File: src/sv/motion_reaction_sequencer_macros.svh
// ----------------------------------------------------------------------------
// motion_reaction_sequencer assertion macros
// Concurrent assertion shorthands clocked on clk_i, disabled in reset.
// ----------------------------------------------------------------------------
`ifndef MOTION_REACTION_SEQUENCER_MACROS_SVH
`define MOTION_REACTION_SEQUENCER_MACROS_SVH

// property must hold at every edge out of reset
`define MRS_ASSERT(lbl, prop, msg) \
  lbl: assert property (@(posedge clk_i) disable iff (!rst_ni) prop) else $error(msg);

// expression must never be true out of reset
`define MRS_NEVER(lbl, expr, msg) \
  lbl: assert property (@(posedge clk_i) disable iff (!rst_ni) !(expr)) else $error(msg);

`endif

File: src/sv/mrs_pkg.sv
// ----------------------------------------------------------------------------
// mrs_pkg
// Types, codes and constants of the motion reaction sequencer.
// ----------------------------------------------------------------------------
`timescale 1ns / 1ps
`default_nettype none

package mrs_pkg;

  typedef struct packed {
    logic        [31:0] now_ms;
    logic signed [15:0] accel_x;
    logic signed [15:0] accel_y;
    logic signed [15:0] accel_z;
    logic signed [15:0] gyro_x;
    logic signed [15:0] gyro_y;
    logic signed [15:0] gyro_z;
  } mrs_in_t;

  typedef struct packed {
    logic [2:0] reaction;
    logic       active;
  } mrs_out_t;

  typedef struct packed {
    logic [14:0] gravity_base;
    logic [14:0] mild_rate_lim;
    logic [14:0] mild_acc_lim;
    logic [14:0] hard_rate_lim;
    logic [14:0] hard_acc_lim;
    logic [14:0] top_rate_lim;
    logic [14:0] top_acc_lim;
    logic [15:0] cooldown_ms;
  } mrs_cfg_t;

  typedef struct packed {
    logic mild;
    logic hard;
    logic calm_up;
    logic settled;
  } mrs_flags_t;

  typedef enum logic [2:0] {
    PH_IDLE    = 3'd0,
    PH_EXCITED = 3'd1,
    PH_TILT    = 3'd2,
    PH_DROP    = 3'd3,
    PH_PEAK    = 3'd4,
    PH_DIZZY   = 3'd5,
    PH_HAPPY   = 3'd6
  } mrs_phase_e;

  typedef enum logic [2:0] {
    CFG_GRAVITY_BASE  = 3'd0,
    CFG_MILD_RATE_LIM = 3'd1,
    CFG_MILD_ACC_LIM  = 3'd2,
    CFG_HARD_RATE_LIM = 3'd3,
    CFG_HARD_ACC_LIM  = 3'd4,
    CFG_TOP_RATE_LIM  = 3'd5,
    CFG_TOP_ACC_LIM   = 3'd6,
    CFG_COOLDOWN_MS   = 3'd7
  } mrs_cfg_idx_e;

  typedef enum logic [1:0] {
    CT_IDLE = 2'd0,
    CT_RUN  = 2'd1,
    CT_DONE = 2'd2
  } mrs_ctl_e;

  typedef enum logic [1:0] {
    CL_IDLE   = 2'd0,
    CL_LAUNCH = 2'd1,
    CL_BUSY   = 2'd2
  } mrs_cls_e;

  typedef enum logic [4:0] {
    J_AX   = 5'd0,
    J_AY   = 5'd1,
    J_AZ   = 5'd2,
    J_GX   = 5'd3,
    J_GY   = 5'd4,
    J_GZ   = 5'd5,
    J_TILT = 5'd6,
    J_TG   = 5'd7,
    J_SG   = 5'd8,
    J_TDH  = 5'd9,
    J_TDL  = 5'd10,
    J_SDH  = 5'd11,
    J_SDL  = 5'd12,
    J_CAH  = 5'd13,
    J_CAL  = 5'd14,
    J_SAH  = 5'd15,
    J_SAL  = 5'd16
  } mrs_job_e;

  localparam logic [29:0] COS12_SQ_Q30  = 30'd1027326895;
  localparam logic [31:0] CALM_G_SQ     = 32'd19881;
  localparam logic [31:0] SETTLED_G_SQ  = 32'd589824;
  localparam logic [14:0] CALM_A        = 15'd205;
  localparam logic [14:0] SETTLED_A     = 15'd640;

  localparam logic [31:0] DW_EXCITED    = 32'd200;
  localparam logic [31:0] DW_TILT       = 32'd200;
  localparam logic [31:0] DW_SETTLE     = 32'd400;
  localparam logic [31:0] DW_DROP       = 32'd200;
  localparam logic [31:0] DW_PEAK_MIN   = 32'd400;
  localparam logic [31:0] DW_PEAK_MAX   = 32'd1000;
  localparam logic [31:0] DW_DIZZY      = 32'd700;
  localparam logic [31:0] DW_HAPPY      = 32'd800;
  localparam logic [31:0] COOL_END_RST  = 32'd500;

  localparam mrs_cfg_t CFG_RST = '{
    gravity_base:  15'd2637,
    mild_rate_lim: 15'd205,
    mild_acc_lim:  15'd230,
    hard_rate_lim: 15'd1024,
    hard_acc_lim:  15'd640,
    top_rate_lim:  15'd1920,
    top_acc_lim:   15'd1408,
    cooldown_ms:   16'd700
  };

  function automatic logic [15:0] abs16(input logic signed [15:0] v);
    logic [15:0] r;
    r = v[15] ? 16'(-v) : 16'(v);
    return r;
  endfunction

endpackage

`default_nettype wire

File: src/sv/mrs_dmul.sv
// ----------------------------------------------------------------------------
// mrs_dmul
// Digit-serial multiplier: 30-bit operand times 8-bit digits of a 32-bit
// operand, two or four digits, one partial product per cycle.
// ----------------------------------------------------------------------------
`timescale 1ns / 1ps
`default_nettype none

module mrs_dmul (
  input  wire logic        clk_i,
  input  wire logic        rst_ni,
  input  wire logic        start_i,
  input  wire logic        long_i,
  input  wire logic [29:0] a_i,
  input  wire logic [31:0] b_i,
  output logic             done_o,
  output logic [61:0]      prod_o
);

  logic        busy_q, busy_d;
  logic        done_q, done_d;
  logic [1:0]  cnt_q, cnt_d;
  logic [1:0]  last_q, last_d;
  logic [29:0] a_q, a_d;
  logic [31:0] b_q, b_d;
  logic [61:0] p_q, p_d;
  logic [37:0] pp;

  assign pp = {8'd0, a_q} * {30'd0, b_q[7:0]};

  always_comb begin
    busy_d = busy_q;
    done_d = 1'b0;
    cnt_d  = cnt_q;
    last_d = last_q;
    a_d    = a_q;
    b_d    = b_q;
    p_d    = p_q;
    if (start_i) begin
      busy_d = 1'b1;
      cnt_d  = 2'd0;
      last_d = long_i ? 2'd3 : 2'd1;
      a_d    = a_i;
      b_d    = b_i;
      p_d    = '0;
    end else if (busy_q) begin
      p_d   = p_q + ({24'd0, pp} << {cnt_q, 3'b000});
      b_d   = b_q >> 8;
      cnt_d = cnt_q + 2'd1;
      if (cnt_q == last_q) begin
        busy_d = 1'b0;
        done_d = 1'b1;
      end
    end
  end

  always_ff @(posedge clk_i or negedge rst_ni) begin
    if (!rst_ni) begin
      busy_q <= 1'b0;
      done_q <= 1'b0;
      cnt_q  <= 2'd0;
      last_q <= 2'd0;
    end else begin
      busy_q <= busy_d;
      done_q <= done_d;
      cnt_q  <= cnt_d;
      last_q <= last_d;
    end
  end

  always_ff @(posedge clk_i) begin
    a_q <= a_d;
    b_q <= b_d;
    p_q <= p_d;
  end

  assign done_o = done_q;
  assign prod_o = p_q;

endmodule

`default_nettype wire

File: src/sv/mrs_class.sv
// ----------------------------------------------------------------------------
// mrs_class
// Sample classifier: squared magnitudes and squared thresholds through the
// shared digit-serial multiplier, compared one job at a time.
// ----------------------------------------------------------------------------
`timescale 1ns / 1ps
`default_nettype none

module mrs_class (
  input  wire logic              clk_i,
  input  wire logic              rst_ni,
  input  wire logic              start_i,
  input  wire mrs_pkg::mrs_in_t  sample_i,
  input  wire mrs_pkg::mrs_cfg_t cfg_i,
  output logic                   done_o,
  output mrs_pkg::mrs_flags_t    flags_o
);

  import mrs_pkg::*;

  mrs_cls_e    st_q, st_d;
  mrs_job_e    job_q, job_d, lj;
  mrs_in_t     smp_q, smp_d;
  logic        done_q, done_d;
  logic        mul_start, mul_long, mul_done, act;
  logic [29:0] mul_a;
  logic [31:0] mul_b;
  logic [61:0] prod;
  logic [31:0] p32;
  logic [15:0] op16, g16;
  logic [15:0] td_hi, td_lo, sd_hi, sd_lo, ca_hi, ca_lo, sa_hi, sa_lo;
  logic [61:0] ysq30;
  logic        y_pos;

  logic [31:0] asq_q, asq_d, gsq_q, gsq_d;
  logic [30:0] ysq_q, ysq_d;
  logic        tilted_q, tilted_d, upright_q, upright_d;
  logic        mild_g_q, mild_g_d, mild_a_q, mild_a_d;
  logic        strong_g_q, strong_g_d, strong_a_q, strong_a_d;
  logic        calm_a_q, calm_a_d, set_a_q, set_a_d;

  mrs_dmul u_dmul (
    .clk_i   (clk_i),
    .rst_ni  (rst_ni),
    .start_i (mul_start),
    .long_i  (mul_long),
    .a_i     (mul_a),
    .b_i     (mul_b),
    .done_o  (mul_done),
    .prod_o  (prod)
  );

  assign g16   = {1'b0, cfg_i.gravity_base};
  assign td_hi = g16 + {1'b0, cfg_i.mild_acc_lim};
  assign td_lo = g16 - {1'b0, cfg_i.mild_acc_lim};
  assign sd_hi = g16 + {1'b0, cfg_i.hard_acc_lim};
  assign sd_lo = g16 - {1'b0, cfg_i.hard_acc_lim};
  assign ca_hi = g16 + {1'b0, CALM_A};
  assign ca_lo = g16 - {1'b0, CALM_A};
  assign sa_hi = g16 + {1'b0, SETTLED_A};
  assign sa_lo = g16 - {1'b0, SETTLED_A};

  assign lj = (st_q == CL_LAUNCH) ? job_q : mrs_job_e'(5'(job_q + 5'd1));

  always_comb begin
    op16     = '0;
    mul_long = 1'b0;
    unique case (lj)
      J_AX:    op16 = abs16(smp_q.accel_x);
      J_AY:    op16 = abs16(smp_q.accel_y);
      J_AZ:    op16 = abs16(smp_q.accel_z);
      J_GX:    op16 = abs16(smp_q.gyro_x);
      J_GY:    op16 = abs16(smp_q.gyro_y);
      J_GZ:    op16 = abs16(smp_q.gyro_z);
      J_TILT:  mul_long = 1'b1;
      J_TG:    op16 = {1'b0, cfg_i.mild_rate_lim};
      J_SG:    op16 = {1'b0, cfg_i.hard_rate_lim};
      J_TDH:   op16 = td_hi;
      J_TDL:   op16 = td_lo;
      J_SDH:   op16 = sd_hi;
      J_SDL:   op16 = sd_lo;
      J_CAH:   op16 = ca_hi;
      J_CAL:   op16 = ca_lo;
      J_SAH:   op16 = sa_hi;
      J_SAL:   op16 = sa_lo;
      default: op16 = '0;
    endcase
    mul_a = mul_long ? COS12_SQ_Q30 : {14'd0, op16};
    mul_b = mul_long ? asq_q : {16'd0, op16};
  end

  // next state
  always_comb begin
    st_d = st_q;
    unique case (st_q)
      CL_IDLE:   if (start_i) st_d = CL_LAUNCH;
      CL_LAUNCH: st_d = CL_BUSY;
      CL_BUSY:   if (mul_done && job_q == J_SAL) st_d = CL_IDLE;
      default:   st_d = CL_IDLE;
    endcase
  end

  // outputs
  always_comb begin
    act       = (st_q == CL_BUSY) && mul_done;
    mul_start = (st_q == CL_LAUNCH) || (act && job_q != J_SAL);
    done_d    = act && job_q == J_SAL;
  end

  assign p32   = prod[31:0];
  assign ysq30 = {1'b0, ysq_q, 30'd0};
  assign y_pos = !smp_q.accel_y[15] && (smp_q.accel_y != '0);

  always_comb begin
    smp_d      = smp_q;
    job_d      = job_q;
    asq_d      = asq_q;
    gsq_d      = gsq_q;
    ysq_d      = ysq_q;
    tilted_d   = tilted_q;
    upright_d  = upright_q;
    mild_g_d   = mild_g_q;
    mild_a_d   = mild_a_q;
    strong_g_d = strong_g_q;
    strong_a_d = strong_a_q;
    calm_a_d   = calm_a_q;
    set_a_d    = set_a_q;
    if (st_q == CL_IDLE && start_i) begin
      smp_d = sample_i;
      job_d = J_AX;
    end
    if (act) begin
      if (job_q != J_SAL) job_d = mrs_job_e'(5'(job_q + 5'd1));
      unique case (job_q)
        J_AX:   asq_d = p32;
        J_AY: begin
          asq_d = asq_q + p32;
          ysq_d = p32[30:0];
        end
        J_AZ:   asq_d = asq_q + p32;
        J_GX:   gsq_d = p32;
        J_GY:   gsq_d = gsq_q + p32;
        J_GZ:   gsq_d = gsq_q + p32;
        J_TILT: begin
          tilted_d  = (asq_q != '0) && (smp_q.accel_y[15] || ysq30 < prod);
          upright_d = (asq_q == '0) || (y_pos && ysq30 > prod);
        end
        J_TG:   mild_g_d   = gsq_q > p32;
        J_SG:   strong_g_d = gsq_q > p32;
        J_TDH:  mild_a_d   = asq_q > p32;
        J_TDL:  mild_a_d   = mild_a_q ||
                             (cfg_i.gravity_base > cfg_i.mild_acc_lim && asq_q < p32);
        J_SDH:  strong_a_d = asq_q > p32;
        J_SDL:  strong_a_d = strong_a_q ||
                             (cfg_i.gravity_base > cfg_i.hard_acc_lim && asq_q < p32);
        J_CAH:  calm_a_d   = asq_q < p32;
        J_CAL:  calm_a_d   = calm_a_q && (cfg_i.gravity_base < CALM_A || asq_q > p32);
        J_SAH:  set_a_d    = asq_q < p32;
        J_SAL:  set_a_d    = set_a_q && (cfg_i.gravity_base < SETTLED_A || asq_q > p32);
        default: ;
      endcase
    end
  end

  always_ff @(posedge clk_i or negedge rst_ni) begin
    if (!rst_ni) begin
      st_q   <= CL_IDLE;
      job_q  <= J_AX;
      done_q <= 1'b0;
    end else begin
      st_q   <= st_d;
      job_q  <= job_d;
      done_q <= done_d;
    end
  end

  always_ff @(posedge clk_i) begin
    smp_q      <= smp_d;
    asq_q      <= asq_d;
    gsq_q      <= gsq_d;
    ysq_q      <= ysq_d;
    tilted_q   <= tilted_d;
    upright_q  <= upright_d;
    mild_g_q   <= mild_g_d;
    mild_a_q   <= mild_a_d;
    strong_g_q <= strong_g_d;
    strong_a_q <= strong_a_d;
    calm_a_q   <= calm_a_d;
    set_a_q    <= set_a_d;
  end

  assign done_o          = done_q;
  assign flags_o.mild    = mild_g_q || mild_a_q || tilted_q;
  assign flags_o.hard    = strong_g_q || strong_a_q;
  assign flags_o.calm_up = (gsq_q < CALM_G_SQ) && calm_a_q && upright_q;
  assign flags_o.settled = (gsq_q < SETTLED_G_SQ) && set_a_q;

endmodule

`default_nettype wire

File: src/sv/mrs_phase.sv
// ----------------------------------------------------------------------------
// mrs_phase
// Reaction sequence: phase, dwell and settle timers, strong latch, cooldown.
// ----------------------------------------------------------------------------
`timescale 1ns / 1ps
`default_nettype none

module mrs_phase (
  input  wire logic                clk_i,
  input  wire logic                rst_ni,
  input  wire logic                commit_i,
  input  wire logic [31:0]         now_i,
  input  wire mrs_pkg::mrs_flags_t flags_i,
  input  wire logic [15:0]         cooldown_i,
  output mrs_pkg::mrs_phase_e      phase_o
);

  import mrs_pkg::*;

  mrs_phase_e  phase_q, phase_d;
  logic [31:0] enter_q, enter_d, sstart_q, sstart_d, cend_q, cend_d;
  logic        svalid_q, svalid_d, sseen_q, sseen_d;
  logic [31:0] dwell, sdur, cdiff;
  logic        seen_now, settle_set, settle_clr, happy_exit;

  assign dwell    = now_i - enter_q;
  assign sdur     = now_i - sstart_q;
  assign cdiff    = now_i - cend_q;
  assign seen_now = sseen_q || flags_i.hard;

  // next state
  always_comb begin
    phase_d    = phase_q;
    settle_set = 1'b0;
    settle_clr = 1'b0;
    happy_exit = 1'b0;
    unique case (phase_q)
      PH_IDLE:    if (!cdiff[31] && flags_i.mild) phase_d = PH_EXCITED;
      PH_EXCITED: if (dwell >= DW_EXCITED) phase_d = PH_TILT;
      PH_TILT: begin
        if (seen_now && dwell >= DW_TILT) begin
          phase_d = PH_DROP;
        end else if (flags_i.calm_up) begin
          if (!svalid_q) settle_set = 1'b1;
          else if (sdur >= DW_SETTLE) phase_d = PH_HAPPY;
        end else begin
          settle_clr = 1'b1;
        end
      end
      PH_DROP:    if (dwell >= DW_DROP) phase_d = PH_PEAK;
      PH_PEAK: begin
        if (dwell >= DW_PEAK_MIN && (flags_i.settled || dwell >= DW_PEAK_MAX))
          phase_d = PH_DIZZY;
      end
      PH_DIZZY:   if (dwell >= DW_DIZZY) phase_d = PH_HAPPY;
      PH_HAPPY: begin
        if (dwell >= DW_HAPPY) begin
          phase_d    = PH_IDLE;
          happy_exit = 1'b1;
        end
      end
      default:    phase_d = PH_IDLE;
    endcase
  end

  // outputs
  always_comb begin
    phase_o = phase_d;
  end

  always_comb begin
    enter_d  = enter_q;
    sstart_d = sstart_q;
    svalid_d = svalid_q;
    cend_d   = cend_q;
    sseen_d  = seen_now;
    if (phase_q == PH_IDLE && phase_d == PH_EXCITED) sseen_d = flags_i.hard;
    if (happy_exit) begin
      sseen_d = 1'b0;
      cend_d  = now_i + {16'd0, cooldown_i};
    end
    if (phase_d != phase_q) begin
      enter_d  = now_i;
      svalid_d = 1'b0;
    end else if (settle_set) begin
      svalid_d = 1'b1;
      sstart_d = now_i;
    end else if (settle_clr) begin
      svalid_d = 1'b0;
    end
  end

  always_ff @(posedge clk_i or negedge rst_ni) begin
    if (!rst_ni) begin
      phase_q  <= PH_IDLE;
      enter_q  <= '0;
      svalid_q <= 1'b0;
      cend_q   <= COOL_END_RST;
      sseen_q  <= 1'b0;
    end else if (commit_i) begin
      phase_q  <= phase_d;
      enter_q  <= enter_d;
      svalid_q <= svalid_d;
      cend_q   <= cend_d;
      sseen_q  <= sseen_d;
    end
  end

  always_ff @(posedge clk_i) begin
    if (commit_i) sstart_q <= sstart_d;
  end

endmodule

`default_nettype wire

File: src/sv/motion_reaction_sequencer.sv
// ----------------------------------------------------------------------------
// motion_reaction_sequencer
// Classifies IMU samples and steps a seven-phase reaction sequence.
// ----------------------------------------------------------------------------
// Usage:
//   in_*   : one IMU sample beat (timestamp, accel, gyro) per valid/ready.
//   out_*  : one result beat per sample: reaction phase and active flag.
//   cfg_*  : register write port, one write per cycle with cfg_we_i high,
//            only while no sample is in flight.
// The shared digit-serial multiplier runs 16 squaring jobs and one tilt
//   product per sample, one 8-bit digit per cycle; done, control and output
//   registers follow.
// One sample is in work at a time; the next beat waits until its result is committed.
// A finished result waits in the output register; the next sample is taken
//   and classified meanwhile, and its result waits until out_ready_i frees
//   the register.
// Reset: phase idle, cooldown end at 500 ms, configuration registers at their
//   defaults, output empty.
// ----------------------------------------------------------------------------
`timescale 1ns / 1ps
`default_nettype none

`include "motion_reaction_sequencer_macros.svh"

module motion_reaction_sequencer (
  input  wire logic             clk_i,
  input  wire logic             rst_ni,
  input  wire logic             in_valid_i,
  output logic                  in_ready_o,
  input  wire mrs_pkg::mrs_in_t in_data_i,
  output logic                  out_valid_o,
  input  wire logic             out_ready_i,
  output mrs_pkg::mrs_out_t     out_data_o,
  input  wire logic             cfg_we_i,
  input  wire logic [2:0]       cfg_idx_i,
  input  wire logic [15:0]      cfg_wdata_i
);

  import mrs_pkg::*;

  mrs_ctl_e   ctl_q, ctl_d;
  mrs_cfg_t   cfg_q, cfg_d;
  mrs_flags_t flags;
  mrs_phase_e phase_nxt;
  mrs_out_t   out_q;
  logic       out_valid_q;
  logic       accept, cls_done, commit;
  logic [31:0] now_q;

  assign accept = in_valid_i && in_ready_o;

  always_comb begin
    cfg_d = cfg_q;
    if (cfg_we_i) begin
      unique case (mrs_cfg_idx_e'(cfg_idx_i))
        CFG_GRAVITY_BASE:  cfg_d.gravity_base  = cfg_wdata_i[14:0];
        CFG_MILD_RATE_LIM: cfg_d.mild_rate_lim = cfg_wdata_i[14:0];
        CFG_MILD_ACC_LIM:  cfg_d.mild_acc_lim  = cfg_wdata_i[14:0];
        CFG_HARD_RATE_LIM: cfg_d.hard_rate_lim = cfg_wdata_i[14:0];
        CFG_HARD_ACC_LIM:  cfg_d.hard_acc_lim  = cfg_wdata_i[14:0];
        CFG_TOP_RATE_LIM:  cfg_d.top_rate_lim  = cfg_wdata_i[14:0];
        CFG_TOP_ACC_LIM:   cfg_d.top_acc_lim   = cfg_wdata_i[14:0];
        CFG_COOLDOWN_MS:   cfg_d.cooldown_ms   = cfg_wdata_i;
        default: ;
      endcase
    end
  end

  // next state
  always_comb begin
    ctl_d = ctl_q;
    unique case (ctl_q)
      CT_IDLE: if (accept) ctl_d = CT_RUN;
      CT_RUN:  if (cls_done) ctl_d = CT_DONE;
      CT_DONE: if (!out_valid_q || out_ready_i) ctl_d = CT_IDLE;
      default: ctl_d = CT_IDLE;
    endcase
  end

  // outputs
  always_comb begin
    in_ready_o = (ctl_q == CT_IDLE);
    commit     = (ctl_q == CT_DONE) && (!out_valid_q || out_ready_i);
  end

  mrs_class u_class (
    .clk_i    (clk_i),
    .rst_ni   (rst_ni),
    .start_i  (accept),
    .sample_i (in_data_i),
    .cfg_i    (cfg_q),
    .done_o   (cls_done),
    .flags_o  (flags)
  );

  mrs_phase u_phase (
    .clk_i      (clk_i),
    .rst_ni     (rst_ni),
    .commit_i   (commit),
    .now_i      (now_q),
    .flags_i    (flags),
    .cooldown_i (cfg_q.cooldown_ms),
    .phase_o    (phase_nxt)
  );

  always_ff @(posedge clk_i or negedge rst_ni) begin
    if (!rst_ni) begin
      ctl_q       <= CT_IDLE;
      cfg_q       <= CFG_RST;
      out_valid_q <= 1'b0;
    end else begin
      ctl_q <= ctl_d;
      cfg_q <= cfg_d;
      if (commit) out_valid_q <= 1'b1;
      else if (out_ready_i) out_valid_q <= 1'b0;
    end
  end

  always_ff @(posedge clk_i) begin
    if (accept) now_q <= in_data_i.now_ms;
    if (commit) begin
      out_q.reaction <= phase_nxt;
      out_q.active   <= (phase_nxt != PH_IDLE);
    end
  end

  assign out_valid_o = out_valid_q;
  assign out_data_o  = out_q;

  `MRS_NEVER(a_no_overwrite, commit && out_valid_q && !out_ready_i, "result overwritten")
  `MRS_ASSERT(a_done_in_run, cls_done |-> ctl_q == CT_RUN, "classifier done outside run")
  `MRS_ASSERT(a_rise_after_commit, $rose(out_valid_o) |-> $past(commit), "result without commit")
  `MRS_ASSERT(a_active, out_valid_o |-> out_data_o.active == (out_data_o.reaction != PH_IDLE), "bad active")

endmodule

`default_nettype wire

File: config.mk
export PLATFORM = sky130hd
export DESIGN_NAME = motion_reaction_sequencer
export DESIGN_NICKNAME = d
export VERILOG_FILES = /design/src/sv/mrs_pkg.sv /design/src/sv/mrs_dmul.sv /design/src/sv/mrs_class.sv /design/src/sv/mrs_phase.sv /design/src/sv/motion_reaction_sequencer.sv
export VERILOG_INCLUDE_DIRS = /design/src /design/src/sv
export SDC_FILE = /design/constraint.sdc
export NUM_CORES = 2
export LEC_CHECK = 0
export ABC_AREA = 1
export BUFFER_PORTS_ARGS = -buffer_cell sky130_fd_sc_hd__buf_4
export CORE_UTILIZATION = 35
export DETAILED_ROUTE_END_ITERATION = 10
export HOLD_SLACK_MARGIN = 0.06
export SYNTH_ARGS = -nofsm -noshare
export SYNTH_HDL_FRONTEND = slang
export SYNTH_SLANG_ARGS = --single-unit
export TNS_END_PERCENT = 1
File: constraint.sdc
create_clock -name clk_i -period 9.6 [get_ports clk_i]
set_input_delay 1.44 -clock clk_i [delete_from_list [all_inputs] [get_ports clk_i]]
set_output_delay 1.44 -clock clk_i [all_outputs]
set_load 0.005 [all_outputs]
# [Word-level counts from Yosys, hierarchy flattened]
# Index checks and enable logic that the tools add are counted.
[word_totals] elab_cells=288 register_bits=568
[classes] n_bitwise=1 shift=1 magnitude_cmp=17 add_sub_neg=23 mux=64 n_mul=1 eq_ne=56 n_reduce_logical=80
[op_table] operator="16-bit case mux with 16 select lines" count=1
[op_table] operator="32-bit case mux with 2 select lines" count=2
[op_table] operator="32-bit by 10-bit >= comparator with 1-bit output (second input constant)" count=3
[op_table] operator="16-bit 2-to-1 mux" count=6
[op_table] operator="32-bit 2-to-1 mux" count=3
[op_table] operator="16-bit negator" count=6
[op_table] operator="32-bit subtractor" count=3
[op_table] operator="5-bit by 4-bit == test with 1-bit output (second input constant)" count=16
[op_table] operator="32-bit adder" count=2
[op_table] operator="32-bit by 9-bit >= comparator with 1-bit output (second input constant)" count=2
[op_table] operator="32-bit > comparator" count=2
[op_table] operator="62-bit adder" count=1
[op_table] operator="61-bit by 62-bit > comparator with 1-bit output" count=1
[op_table] operator="61-bit by 62-bit less-than comparator with 1-bit output" count=1
[op_table] operator="38-bit by 5-bit left shift with 62-bit output" count=1
[op_table] operator="5-bit by 3-bit == test with 1-bit output (second input constant)" count=8
[op_table] operator="2-bit AND reduction" count=20
[op_table] operator="30-bit by 8-bit multiplier with 38-bit output" count=1
[op_table] operator="15-bit by 15-bit adder with 16-bit output" count=2
[op_table] operator="32-bit by 16-bit adder with 32-bit output" count=1
[op_table] operator="32-bit by 8-bit >= comparator with 1-bit output (second input constant)" count=1
[op_table] operator="32-bit zero test" count=1
[op_table] operator="32-bit by 15-bit less-than comparator with 1-bit output (second input constant)" count=1
[op_table] operator="32-bit by 20-bit less-than comparator with 1-bit output (second input constant)" count=1
[op_table] operator="44 further kinds" count=157

# [Depth between registers and ports, before layout]
[logic_depth] depth_word=11 depth_mapped=43 mapped_depth_nobuf=41

# [Cells and area by module]
# Synthesis repeated with hierarchy kept, for this count alone.
[hier_totals] cells_unflattened=8551 hier_area_um2=58008.1
[modules_own_cells] module="mrs_class" area_each_um2=22307.6 instances=1 cells_each=3324 seq_area_each_um2=6175.9
[modules_own_cells] module="mrs_dmul" area_each_um2=18425.2 instances=1 cells_each=2748 seq_area_each_um2=3253.1
[modules_own_cells] module="mrs_phase" area_each_um2=11185.7 instances=1 cells_each=1873 seq_area_each_um2=2695.1
[modules_own_cells] module="motion_reaction_sequencer" area_each_um2=6089.6 instances=1 cells_each=606 seq_area_each_um2=4224.1

# [Worst setup path after synthesis]
# OpenSTA, ideal clock, no wires.
[synth_path] path_type="input-to-reg" start="input in_valid_i" end="register u_class.job_q[2]" required_ps=9469 arrival_ps=8945 n_path_buf=0 setup_slack_ps=524 path_stages=4 cell_sequence="nand2_1 -> nor3_1 -> or2_2 -> o21ai_0"
[synth_via] elab_chain_len=5
[synth_lines] element="start, declared" line_no="motion_reaction_sequencer.sv:28" text="input wire logic in_valid_i,"
[synth_lines] element="1-bit logical AND (*)" line_no="motion_reaction_sequencer.sv:50" text="assign accept = in_valid_i && in_ready_o;"
[synth_lines] element="1-bit logical AND (*)" line_no="mrs_class.sv:128" text="if (st_q == CL_IDLE && start_i) begin"
[synth_lines] element="5-bit 2-to-1 mux (*)" line_no="mrs_class.sv:128"
[synth_lines] element="5-bit 2-to-1 mux" line_no="mrs_class.sv:133" text="if (job_q != J_SAL) job_d = mrs_job_e'(5'(job_q + 5'd1));"
[synth_lines] element="5-bit 2-to-1 mux (*)" line_no="mrs_class.sv:132" text="if (act) begin"
[synth_lines] element="net u_class.job_d[2]" line_no="mrs_class.sv:22" text="mrs_job_e job_q, job_d, lj;"
[synth_lines] element="end signal, assigned" line_no="mrs_class.sv:172" text="job_q <= job_d;"
[synth_lines] element="end, declared" line_no="mrs_class.sv:22"
# The timed path passes the listed nets; every way through them passes the cells marked *.
# A chain may end at the register's enable or synchronous reset.

# [Final worst setup path]
[layout_path] start="register u_class.u_dmul.b_q[6]" end="register u_class.u_dmul.p_q[58], in the netlist u_class.u_dmul.prod_o[58]"
[layout_via] elab_chain_len=3
[layout_lines] element="start, declared" line_no="mrs_dmul.sv:25" text="logic [31:0] b_q, b_d;"
[layout_lines] element="start signal, assigned" line_no="mrs_dmul.sv:73" text="b_q <= b_d;"
[layout_lines] element="30-bit by 8-bit multiplier with 38-bit output" line_no="mrs_dmul.sv:29" text="assign pp = {8'd0, a_q} * {30'd0, b_q[7:0]};"
[layout_lines] element="38-bit by 5-bit left shift with 62-bit output" line_no="mrs_dmul.sv:47" text="p_d = p_q + ({24'd0, pp} << {cnt_q, 3'b000});"
[layout_lines] element="62-bit adder" line_no="mrs_dmul.sv:47"
[layout_lines] element="end signal, assigned" line_no="mrs_dmul.sv:74" text="p_q <= p_d;"
[layout_lines] element="end, declared" line_no="mrs_dmul.sv:26" text="logic [61:0] p_q, p_d;"
# Every way passes these cells.

==> impl_metrics.env <==
export IMPL_status="finished, final reports clean"
export IMPL_synth_main_ff_cell="edfxtp_1"
export IMPL_worst_skew_pair_late_latency_ps=690
export IMPL_timing_clock_skew_ps=51.3
export IMPL_row_count=138
export IMPL_timing_hold_ws_ps=457
export IMPL_placement_io_buffers=157
export IMPL_commonest_non_fill_non_tap_cells_in_the_layout="nand2_1, inv_1, nor2_1"
export IMPL_track_usage_pct=22.9
export IMPL_drtAntennaViolNets=0
export IMPL_dr_pass1_iters=6
export IMPL_core_area_um2=142000
export IMPL_ctsLongestPathBuffers=3
export IMPL_fin_tns_setup_ps=0
export IMPL_synth_warning_count=0
export IMPL_antenna_diode_instance_count=0
export IMPL_die_area_um2=146000
export IMPL_wire_length_of_the_first_global_routing_pass_um=261000
export IMPL_postSynthRegisterBits=555
export IMPL_ys_types=79
export IMPL_synthCells=6973
export IMPL_hold_path_class="flip-flop to flip-flop"
export IMPL_met2_wirelength_um=76500
export IMPL_period_share_pct=88.5
export IMPL_h_tree_depth=3
export IMPL_met3_wirelength_um=10600
export IMPL_via_per_inst=5.19
export IMPL_avgSynthCellArea_um2=7.23
export IMPL_critPathMaxStageDelay_ps=850
export IMPL_dp_final_hpwl_um=135000
export IMPL_crit_path_top_delay_cell="edfxtp_1"
export IMPL_drv_cap=0
export IMPL_start_kind="flip-flop"
export IMPL_flow_area_growth_from_synthesis_pct=10.9
export IMPL_slew_viol_final=0
export IMPL_die_width_um=381
export IMPL_synthArstFlopShare_pct=31.9
export IMPL_critPathMaxFanout=19
export IMPL_critPathMostFrequentCell="inv_1"
export IMPL_number_of_buffers_created_by_cts=69
export IMPL_hold_violation_count_in_the_final_report=0
export IMPL_setup_worst_path_end_class="flip-flop"
export IMPL_cts_root_buf="clkbuf_16"
export IMPL_gr_total_overflow=0
export IMPL_floorplan_initialDensity_pct=35.4
export IMPL_grt_start_max_net_pins=101
export IMPL_synth_yosys_seq_area_share_pct=30.2
export IMPL_final_common_cell="nand2_1"
export IMPL_first_global_vias=44600
export IMPL_route_final_wire_length_um=170000
export IMPL_initial_antenna_violation_count=3
export IMPL_final_net_count=7840
export IMPL_synth_enable_flop_cells=316
export IMPL_period_needed_ps=8500
export IMPL_synthesis_nets=7724
export IMPL_route_top_layer_used="met5"
export IMPL_slew_headroom_pct=20.9
export IMPL_clk_pin_slew_worst_paths_ps=60
export IMPL_worst_path_class_setup="flip-flop to flip-flop"
export IMPL_post_cts_setup_buffer_count=0
export IMPL_tritoncts="built"
export IMPL_timing_fmax_ghz=0.118
export IMPL_tightestPinTransition_ps=1180
export IMPL_route_detailed_drc=0
export IMPL_route_layer_met1_wl_um=78300
export IMPL_finalWeightedCongestion=0.981
export IMPL_grt_setup_unrepaired="false"
export IMPL_detailedRoute_firstIterationViolations=4043
export IMPL_worst_endpoint_arrival_ps=9040
export IMPL_postCtsResizedCells=0
export IMPL_vias=46900
export IMPL_routed_wire_length_per_instance_um=18.8
export IMPL_synthesis_area_um2=50400
export IMPL_required_ps=10140
export IMPL_dieHeight_um=381
export IMPL_design_portCount=158
export IMPL_holdBufCountCts=0
export IMPL_setup_violations_final=0
export IMPL_share_of_layout_cells_above_drive_strength_1_pct=6.01
export IMPL_clkSinkCount=555
==> layer usage <==
layer | GRT usage [%] | up-vias
met5 | 0 | -
met4 | 5.77 | 2
met3 | 2.85 | 240
met2 | 37.3 | 1504
met1 | 32.1 | 22200
li1 | - | 23000
==> synthesized netlist by cell type, drive strengths merged, types with 3 or more instances <==
library cell	count	area, µm²
nand2	1589	5990
inv	1305	4900
nor2	588	2270
o21ai	501	2510
a21oi	492	2470
ha	460	5760
nand3	365	1860
edfxtp	316	9490
xor2	149	1310
dfrtp	146	3650
fa	139	2780
clkbuf	132	499
nand4	96	601
nor3	93	465
xnor2	63	552
dfxtp	62	1240
a31oi	50	313
nor4	45	282
or2	43	269
o22ai	38	238
dfstp	31	815
o21bai	28	221
o211ai	25	188
o2111ai	21	184
o21a	21	158
a21o	17	128
nand3b	17	140
buf	15	104
a221oi	14	123
o221ai	14	123
a211oi	12	90.1
a2111oi	9	78.8
mux2i	9	90.1
and2	8	50.1
clkinv	8	30.0
o31ai	8	60.1
a21boi	5	37.5
a22o	5	43.8
a22oi	5	37.5
o31a	3	26.3
==> flip-flops by register name, summed over array words and instances (netlist names), 3 cells and up <==
signal                 flops
cfg_q                     91
now_q                     32
out_data_o                 4
u_class.asq_q             32
u_class.gsq_q             32
u_class.job_q              5
u_class.smp_q             96
u_class.u_dmul.a_q        17
u_class.u_dmul.b_q        32
u_class.u_dmul.prod_o     62
u_class.ysq_q             31
u_phase.cend_q            32
u_phase.enter_q           32
u_phase.phase_q            3
u_phase.sstart_q          32
==> per-stage QoR <==
step	utilization [%]	std cells	setup WS, ps	area, µm²
global placement	37.7	8908	1230	53700
global route	39.3	9030	540	55900
floorplan	-	6973	524	50400
finish	39.3	9030	1100	55900
CTS	39.3	9030	1220	55900
detailed placement	37.7	8908	1210	53700
==> cells by family (layout without fill, tap and decap cells) <==
family                   after synthesis  count (layout)  synth area share [%]
flip-flops                           555             555                  30.2
AND/OR/NAND/NOR                     2852            2852                  23.8
XOR/XNOR                             212             212                  3.68
multiplexers                          10              10                 0.201
AO/OA/AOI/OAI                       1285            1285                  14.3
buffers and inverters               1460            1627                  11.0
adder cells (fa/ha/maj)              599             599                  16.9
==> area by class of cell <==
type,instances,area (µm²)
Sequential cell,555,15200
Fill cell,14900,86400
Timing Repair Buffer,192,1450
Clock buffer,89,1870
Inverter,1313,4930
Multi-Input combinational cell,4958,29700
Clock inverter,33,379
Tap cell,1890,2360
==> path summary, 6_finish.rpt <==
check / startpoint / end / slack (ps) / cells after the start
max: u_class.u_dmul.b_q[6] / u_class.u_dmul.prod_o[58] / 1100 / 34
min reg2reg: u_class.done_o / ctl_q[0] / 460 / 1
min in group asynchronous: rst_ni / u_phase.cend_q[26] / 740 / 1
max reg2reg: u_class.u_dmul.b_q[6] / u_class.u_dmul.prod_o[58] / 1100 / 34
min: u_class.done_o / ctl_q[0] / 460 / 1
max in group asynchronous: rst_ni / cfg_q[64] / 7510 / 2
==> worst max-delay path: cells and delay by family, from the launching register on <==
kind | cells | cell delay [ps]
AOI/OAI and AO/OA | 9 | 2290
xor gates and xnor gates | 1 | 160
buffers and inverters | 7 | 530
adders and majority gates | 6 | 2790
and+or+nand+nor | 10 | 1600
muxes | 1 | 150
DFF | 1 | 850
Power is not shown: default switching activity piles up to over one toggle a cycle in this logic, so the estimate is an artifact.
